==> src/hw/rtl/msst_pkg.sv <==
// shared constants, codes and the slot entry type of the software timer table
`default_nettype none

package msst_pkg;

  localparam int NumSlots   = 8;
  localparam int SlotIdxW   = (NumSlots > 1) ? $clog2(NumSlots) : 1;
  localparam int MaxResults = 8;
  localparam int CntW       = $clog2(MaxResults + 1);

  typedef enum logic [1:0] {
    ModeTick   = 2'd0,
    ModeAdd    = 2'd1,
    ModeCancel = 2'd2
  } mode_e;

  typedef enum logic [2:0] {
    KindAdded     = 3'd0,
    KindFull      = 3'd1,
    KindCancelled = 3'd2,
    KindNotActive = 3'd3,
    KindFired     = 3'd4
  } kind_e;

  typedef struct packed {
    logic        rep;
    logic [15:0] elapsed;
    logic [15:0] period;
    logic [7:0]  code;
    logic [15:0] arg;
  } entry_t;

  localparam int EntryW = $bits(entry_t);

  // low three bits of a slot number
  function automatic logic [2:0] slot_field(logic [SlotIdxW-1:0] idx);
    logic [31:0] w;
    w = 32'(idx);
    return w[2:0];
  endfunction

endpackage

`default_nettype wire

==> src/hw/rtl/msst_ram.sv <==
// generic single-write, single-read ram with registered read data
`default_nettype none

module msst_ram #(
  parameter int WIDTH = 8,
  parameter int DEPTH = 8
) (
  input  wire logic                                       clk_i,
  input  wire logic                                       we_i,
  input  wire logic [((DEPTH > 1) ? $clog2(DEPTH) : 1)-1:0] waddr_i,
  input  wire logic [WIDTH-1:0]                           wdata_i,
  input  wire logic                                       re_i,
  input  wire logic [((DEPTH > 1) ? $clog2(DEPTH) : 1)-1:0] raddr_i,
  output logic      [WIDTH-1:0]                           rdata_o
);

  logic [WIDTH-1:0] mem_q [DEPTH];

  always_ff @(posedge clk_i) begin
    if (we_i) begin
      mem_q[waddr_i] <= wdata_i;
    end
    if (re_i) begin
      rdata_o <= mem_q[raddr_i];
    end
  end

endmodule

`default_nettype wire

==> src/hw/rtl/multi_slot_software_timer.sv <==
// top level of the multi-slot software timer table
//
// Keeps NumSlots timer slots; each beat on the slave side is a tick, an add or a
// cancel, chosen by tuser; a beat of the unused mode is taken and dropped. An add
// or a cancel is held in the request registers and shows its one result from the
// output register once that register is free. A tick walks the slots in ascending
// order through the single slot memory: an idle slot is only passed in the read
// state, an active one is read, then updated and written back, and a closing state
// ends the tick; the master side can stall the update and closing states. Fires
// come out in ascending slot order with tlast on the final one; a tick that fires
// nothing gives no beat. A new beat is taken only when the previous one is
// finished, while its last result may still wait in the output register. Slot
// data needs no reset; only the active bits are cleared.
`default_nettype none

module multi_slot_software_timer
  import msst_pkg::*;
(
  input  wire logic        clk_i,
  input  wire logic        rst_ni,
  input  wire logic        s_axis_tvalid,
  output logic             s_axis_tready,
  // period[15:0], repeat_req[16], task_code[24:17], task_arg[40:25], slot_select[43:41]
  input  wire logic [47:0] s_axis_tdata,
  // mode[1:0]
  input  wire logic [1:0]  s_axis_tuser,
  output logic             m_axis_tvalid,
  input  wire logic        m_axis_tready,
  // slot[2:0], fired_code[10:3], fired_arg[26:11]
  output logic [31:0]      m_axis_tdata,
  // kind[2:0]
  output logic [2:0]       m_axis_tuser,
  output logic             m_axis_tlast
);

  typedef enum logic [2:0] {
    StIdle,
    StOp,
    StTickRd,
    StTickCalc,
    StTickEnd
  } state_e;

  state_e                state_q;
  logic [SlotIdxW-1:0]   idx_q;
  logic [NumSlots-1:0]   active_q;
  logic [CntW-1:0]       cnt_q;

  logic [1:0]            req_mode_q;
  logic [15:0]           req_period_q;
  logic                  req_rep_q;
  logic [7:0]            req_code_q;
  logic [15:0]           req_arg_q;
  logic [2:0]            req_sel_q;

  logic                  pend_valid_q;
  logic [2:0]            pend_slot_q;
  logic [7:0]            pend_code_q;
  logic [15:0]           pend_arg_q;

  logic                  out_valid_q;
  kind_e                 out_kind_q;
  logic [2:0]            out_slot_q;
  logic [7:0]            out_code_q;
  logic [15:0]           out_arg_q;
  logic                  out_last_q;

  logic                  ram_we;
  logic [SlotIdxW-1:0]   ram_waddr;
  entry_t                ram_wdata;
  logic                  ram_re;
  logic [EntryW-1:0]     ram_rdata;
  entry_t                rd;

  logic                  free_found;
  logic [SlotIdxW-1:0]   free_idx;
  logic [15:0]           elapsed_inc;
  logic                  fire;
  logic                  report;
  logic                  stall;
  logic                  out_free;
  logic [SlotIdxW-1:0]   sel_idx;
  logic                  sel_ok;
  logic                  last_idx;

  assign s_axis_tready = (state_q == StIdle);
  assign m_axis_tvalid = out_valid_q;
  assign m_axis_tdata  = {5'd0, out_arg_q, out_code_q, out_slot_q};
  assign m_axis_tuser  = out_kind_q;
  assign m_axis_tlast  = out_last_q;

  assign rd          = entry_t'(ram_rdata);
  assign elapsed_inc = rd.elapsed + 16'd1;
  assign fire        = (elapsed_inc == rd.period);
  assign report      = fire && (cnt_q < CntW'(MaxResults));
  assign out_free    = !out_valid_q || m_axis_tready;
  assign stall       = report && pend_valid_q && !out_free;
  assign sel_idx     = SlotIdxW'(req_sel_q);
  assign sel_ok      = (32'(req_sel_q) < NumSlots) && active_q[sel_idx];
  assign last_idx    = (idx_q == SlotIdxW'(NumSlots - 1));

  // lowest free slot
  always_comb begin
    free_found = 1'b0;
    free_idx   = '0;
    for (int i = NumSlots - 1; i >= 0; i--) begin
      if (!active_q[i]) begin
        free_found = 1'b1;
        free_idx   = SlotIdxW'(i);
      end
    end
  end

  always_comb begin
    ram_re    = (state_q == StTickRd) && active_q[idx_q];
    ram_we    = 1'b0;
    ram_waddr = idx_q;
    ram_wdata = rd;
    if (state_q == StOp && req_mode_q == ModeAdd && free_found && out_free) begin
      ram_we            = 1'b1;
      ram_waddr         = free_idx;
      ram_wdata.rep     = req_rep_q;
      ram_wdata.elapsed = '0;
      ram_wdata.period  = req_period_q;
      ram_wdata.code    = req_code_q;
      ram_wdata.arg     = req_arg_q;
    end else if (state_q == StTickCalc && !stall) begin
      ram_we            = 1'b1;
      ram_wdata.elapsed = (fire && rd.rep) ? 16'd0 : elapsed_inc;
    end
  end

  msst_ram #(
    .WIDTH(EntryW),
    .DEPTH(NumSlots)
  ) u_slot_ram (
    .clk_i  (clk_i),
    .we_i   (ram_we),
    .waddr_i(ram_waddr),
    .wdata_i(ram_wdata),
    .re_i   (ram_re),
    .raddr_i(idx_q),
    .rdata_o(ram_rdata)
  );

  always_ff @(posedge clk_i or negedge rst_ni) begin
    if (!rst_ni) begin
      state_q      <= StIdle;
      idx_q        <= '0;
      active_q     <= '0;
      cnt_q        <= '0;
      pend_valid_q <= 1'b0;
      out_valid_q  <= 1'b0;
    end else begin
      if (m_axis_tready) begin
        out_valid_q <= 1'b0;
      end
      case (state_q)
        StIdle: begin
          if (s_axis_tvalid) begin
            req_mode_q   <= s_axis_tuser;
            req_period_q <= s_axis_tdata[15:0];
            req_rep_q    <= s_axis_tdata[16];
            req_code_q   <= s_axis_tdata[24:17];
            req_arg_q    <= s_axis_tdata[40:25];
            req_sel_q    <= s_axis_tdata[43:41];
            case (s_axis_tuser)
              ModeTick: begin
                idx_q        <= '0;
                cnt_q        <= '0;
                pend_valid_q <= 1'b0;
                state_q      <= StTickRd;
              end
              ModeAdd, ModeCancel: begin
                state_q <= StOp;
              end
              default: begin
                state_q <= StIdle;
              end
            endcase
          end
        end
        StOp: begin
          if (out_free) begin
            out_valid_q <= 1'b1;
            out_last_q  <= 1'b1;
            out_code_q  <= '0;
            out_arg_q   <= '0;
            if (req_mode_q == ModeAdd) begin
              if (free_found) begin
                active_q[free_idx] <= 1'b1;
                out_kind_q         <= KindAdded;
                out_slot_q         <= slot_field(free_idx);
              end else begin
                out_kind_q <= KindFull;
                out_slot_q <= '0;
              end
            end else begin
              if (sel_ok) begin
                active_q[sel_idx] <= 1'b0;
                out_kind_q        <= KindCancelled;
              end else begin
                out_kind_q <= KindNotActive;
              end
              out_slot_q <= req_sel_q;
            end
            state_q <= StIdle;
          end
        end
        StTickRd: begin
          if (active_q[idx_q]) begin
            state_q <= StTickCalc;
          end else if (last_idx) begin
            state_q <= StTickEnd;
          end else begin
            idx_q <= idx_q + SlotIdxW'(1);
          end
        end
        StTickCalc: begin
          if (!stall) begin
            if (fire && !rd.rep) begin
              active_q[idx_q] <= 1'b0;
            end
            if (report) begin
              cnt_q        <= cnt_q + CntW'(1);
              pend_valid_q <= 1'b1;
              pend_slot_q  <= slot_field(idx_q);
              pend_code_q  <= rd.code;
              pend_arg_q   <= rd.arg;
              if (pend_valid_q) begin
                out_valid_q <= 1'b1;
                out_kind_q  <= KindFired;
                out_slot_q  <= pend_slot_q;
                out_code_q  <= pend_code_q;
                out_arg_q   <= pend_arg_q;
                out_last_q  <= 1'b0;
              end
            end
            if (last_idx) begin
              state_q <= StTickEnd;
            end else begin
              idx_q   <= idx_q + SlotIdxW'(1);
              state_q <= StTickRd;
            end
          end
        end
        StTickEnd: begin
          if (!pend_valid_q) begin
            state_q <= StIdle;
          end else if (out_free) begin
            out_valid_q  <= 1'b1;
            out_kind_q   <= KindFired;
            out_slot_q   <= pend_slot_q;
            out_code_q   <= pend_code_q;
            out_arg_q    <= pend_arg_q;
            out_last_q   <= 1'b1;
            pend_valid_q <= 1'b0;
            state_q      <= StIdle;
          end
        end
        default: begin
          state_q <= StIdle;
        end
      endcase
    end
  end

endmodule

`default_nettype wire

==> config.mk <==
export PLATFORM = sky130hd
export DESIGN_NAME = multi_slot_software_timer
export DESIGN_NICKNAME = d
export VERILOG_FILES = /design/src/hw/rtl/msst_pkg.sv /design/src/hw/rtl/msst_ram.sv /design/src/hw/rtl/multi_slot_software_timer.sv
export SDC_FILE = /design/constraint.sdc
export NUM_CORES = 1
export LEC_CHECK = 0
export ABC_CLOCK_PERIOD_IN_PS = 12550
export BUFFER_PORTS_ARGS = -buffer_cell sky130_fd_sc_hd__buf_4
export CORE_MARGIN = 5
export CORE_UTILIZATION = 50
export CTS_BUF_LIST = sky130_fd_sc_hd__clkbuf_2
export CTS_CLUSTER_DIAMETER = 60
export DETAILED_ROUTE_END_ITERATION = 7
export PLACE_DENSITY_LB_ADDON = 0.05
export SLEW_MARGIN = 40
export SYNTH_ARGS = -nofsm -noshare
export SYNTH_HDL_FRONTEND = slang
export SYNTH_SLANG_ARGS = --single-unit
==> constraint.sdc <==
create_clock -name clk_i -period 12.55 [get_ports clk_i]
set_clock_uncertainty 0.1 [all_clocks]
set_input_delay 1.255 -clock clk_i [delete_from_list [all_inputs] [get_ports clk_i]]
set_output_delay 1.255 -clock clk_i [all_outputs]
set_load 0.01 [all_outputs]
==> impl_metrics.csv <==
group,metric,value,unit
run_status,outcome,"complete, no violations",
hold_path,hp-class,"input port to asynchronous set/reset pin",
clock_tree,htree_levels,4,
detailed_routing,drcViolationCount,0,
clock_tree,insertion_delay,1.33,ns
critical_path,crit_path_start_kind,"register",
sta,setup_viol,0,
critical_path,required,13.32,ns
pwr,power.switching,1.67,mW
clock_tree,cts-resized-gates,0,
floorplanning,io_pins,92,
pwr,ir_drop,0.0920,mV
critical_path,end_kind,"register",
layout,final_net_count,1843,
placement,place_inst,2239,
logic_synthesis,synth-seq-cells,637,
logic_synthesis,synth_area,24600,um^2
detailed_routing,ant_nets,0,
global_routing,first_global_vias,15300,
detailed_routing,first_pass_iters,5,
pwr,internal_power,3.64,mW
critical_path,worst-path-max-fanout,48,
pwr,p_comb_frac,0.205,
sta,slew_violations,0,
floorplanning,start_util,0.504,
layout,final_cell_mix,"edfxtp_1, a22oi_1, clkbuf_2",
clock_tree,cts_root_buffer,"clkbuf_2",
critical_path,critPathArrivalTime,5.34,ns
logic_synthesis,syn_avg_cell_area,15.8,um^2
logic_synthesis,ys_seq_area_frac,0.773,
detailed_routing,vias,15000,
detailed_routing,vias_per_cell,5.88,
clock_tree,clock-sinks,637,
floorplanning,num_rows,81,
pwr,seq_power_share,0.539,
sta,rsz0062_at_grt,"false",
logic_synthesis,postSynth.asyncResetShare,0.0314,
sta,min_period,4.57,ns
critical_path,path_cells,"ha_1 -> and4_1 -> nand4_1 -> xor2_1 -> o21ai_0 -> or4b_1 -> o21ai_1 -> o22a_1 -> nor3_4 -> buf_6",
placement,place_ws,7.64,ns
layout,final_util,0.573,
global_routing,grt_antenna_before_repair,2,
placement,io_buffer_count,82,
placement,placed_cell_area,26100,um^2
sta,fmaxAchievable,219,MHz
sta,fin_tns_setup,0,ns
layout,mostFrequentLayoutCell,"edfxtp_1",
logic_synthesis,synth.distinct_cells,74,
clock_tree,cts_buffers,159,
detailed_routing,routed_wl,61200,um
critical_path,slowest_stage,"nor3_4",
critical_path,cpPeakStageDelay,0.62,ns
global_routing,grt_max_degree,59,
clock_tree,clk_path_buf_depth,3,
layout,area_growth,13.7,%
layout,drive_above_1_share,0.208,
layout,fin_cells,2553,
logic_synthesis,synth_edf_count,617,
sta,period_share,0.364,
detailed_routing,first_iter_violations,1191,
pwr,clockPowerShare,0.256,
pwr,p_leak,9.53,nW
critical_path,criticalPathCategory,"register to register",
floorplanning,die_x,232,um
sta,holdWs,0.283,ns
placement,routabilityCongestion,0.867,
floorplanning,dieHeight,232,um
clock_tree,postCtsHoldBufs,47,
global_routing,grt_usage,0.230,
pwr,cellPowerDensity,190,nW/um^2
sta,hold_violations,0,
logic_synthesis,synth_cells,1558,
logic_synthesis,yosys_warnings,0,
pwr,total_power,5.31,mW
global_routing,grt_pass1_wl,92500,um
placement,dpl.hpwl,29800,um
logic_synthesis,ys.flop_type,"edfxtp_1",
pwr,swShare,0.315,
floorplanning,core,48800,um^2
flow_run,cap_viol_max_count,0,
sta,slew_headroom,0.417,
global_routing,grt_overflow_total,0,
clock_tree,cts_tree,"done",
sta,tightestPinTransition,0.874,ns
floorplanning,dieArea,53700,um^2
layout,final_area,28000,um^2
clock_tree,clkTransAtPathRegs,0.12,ns
clock_tree,post-cts-setup-buffers,0,
detailed_routing,routedWlPerCell,24.0,um
sta,finalWorstSetupSlack,7.98,ns
layout,nFillCells,3971,
-- state kept, by name (all words and copies together), names as in the netlist, 4 cells and up --
register            count
u_slot_ram.mem_q      456
u_slot_ram.rdata_o     57
out_arg_q              16
pend_arg_q             16
req_arg_q              16
req_period_q           16
active_q                8
out_code_q              8
pend_code_q             8
req_code_q              8
cnt_q                   4
-- cell usage after synthesis (13+ instances only) --
library cell / instances / area, um^2
nor2_1: 52 / 195
a22oi_1: 235 / 1760
nand4_1: 69 / 432
and2_1: 29 / 181
o21ai_0: 16 / 80.1
inv_1: 19 / 71.3
nor3_1: 21 / 105
buf_1: 13 / 48.8
a21oi_1: 25 / 125
clkbuf_1: 66 / 248
nand3_1: 16 / 80.1
edfxtp_1: 617 / 18500
and3_1: 19 / 119
dfrtp_1: 20 / 500
nand2_1: 164 / 616
-- worst paths after layout --
check	cells after the start	slack (ns)	startpoint	endpoint
worst max-delay path	10	7.98	u_slot_ram.rdata_o[40]	u_slot_ram.mem_q[6][38]
worst min-delay path	2	0.28	rst_ni	active_q[1]
worst max register to register	10	7.98	u_slot_ram.rdata_o[40]	u_slot_ram.mem_q[6][38]
worst min register to register	0	0.34	u_slot_ram.rdata_o[18]	pend_code_q[2]
max in group asynchronous	2	11.79	rst_ni	cnt_q[3]
min in group clk_i	0	0.34	u_slot_ram.rdata_o[18]	pend_code_q[2]
-- kinds of logic after synthesis --
logic type | Yosys count | synth area share
flip-flops | 637 | 0.773
AO/OA/AOI/OAI | 340 | 0.102
multiplexers | 13 | 0.00651
adder cells (fa/ha/maj) | 6 | 0.00305
buffers and inverters | 116 | 0.0200
other | 1 | 0.000152
XOR/XNOR | 19 | 0.00732
AND/OR/NAND/NOR | 426 | 0.0873
-- per-layer routing --
layer  up-vias  track usage  wire, um
met5         -            0         0
met4         0       0.0873      1280
met3       118       0.0473      4170
met2       587        0.352     28300
met1      7562        0.328     27500
li1       6750            -         -
-- layout make-up --
| class | instances | area, um^2 | area share |
|---|---|---|---|
| flip-flops and latches | 637 | 19000 | 0.680 |
| multi-input cells | 809 | 5230 | 0.187 |
| repair buffers | 157 | 1420 | 0.0506 |
| clock buffers | 230 | 1150 | 0.0411 |
| well taps | 664 | 831 | 0.0297 |
| clock inverters | 35 | 248 | 0.00885 |
| inverters | 19 | 71.3 | 0.00255 |
| diodes | 2 | 5.00 | 0.000179 |
-- power by group through the flow --
stage	logic (mW)	registers (mW)	clock network, mW
2_1_floorplan	0.719	2.87	0
3_3_place_gp	1.05	2.90	0
3_5_place_dp	1.08	2.91	0
4_1_cts	1.09	2.86	1.41
5_1_grt	1.20	2.88	1.51
6_report	1.09	2.86	1.36
-- worst max-delay path: cells and delay by family (launching register included) --
family,cells,cell delay [ns]
AOI/OAI and AO/OA,3,0.76
buffers and inverters,1,0.62
adders and majority gates,1,0.39
DFF,1,0.49
and+or+nand+nor,4,1.53
xor gates and xnor gates,1,0.19
(Power assumes the default switching activity.)
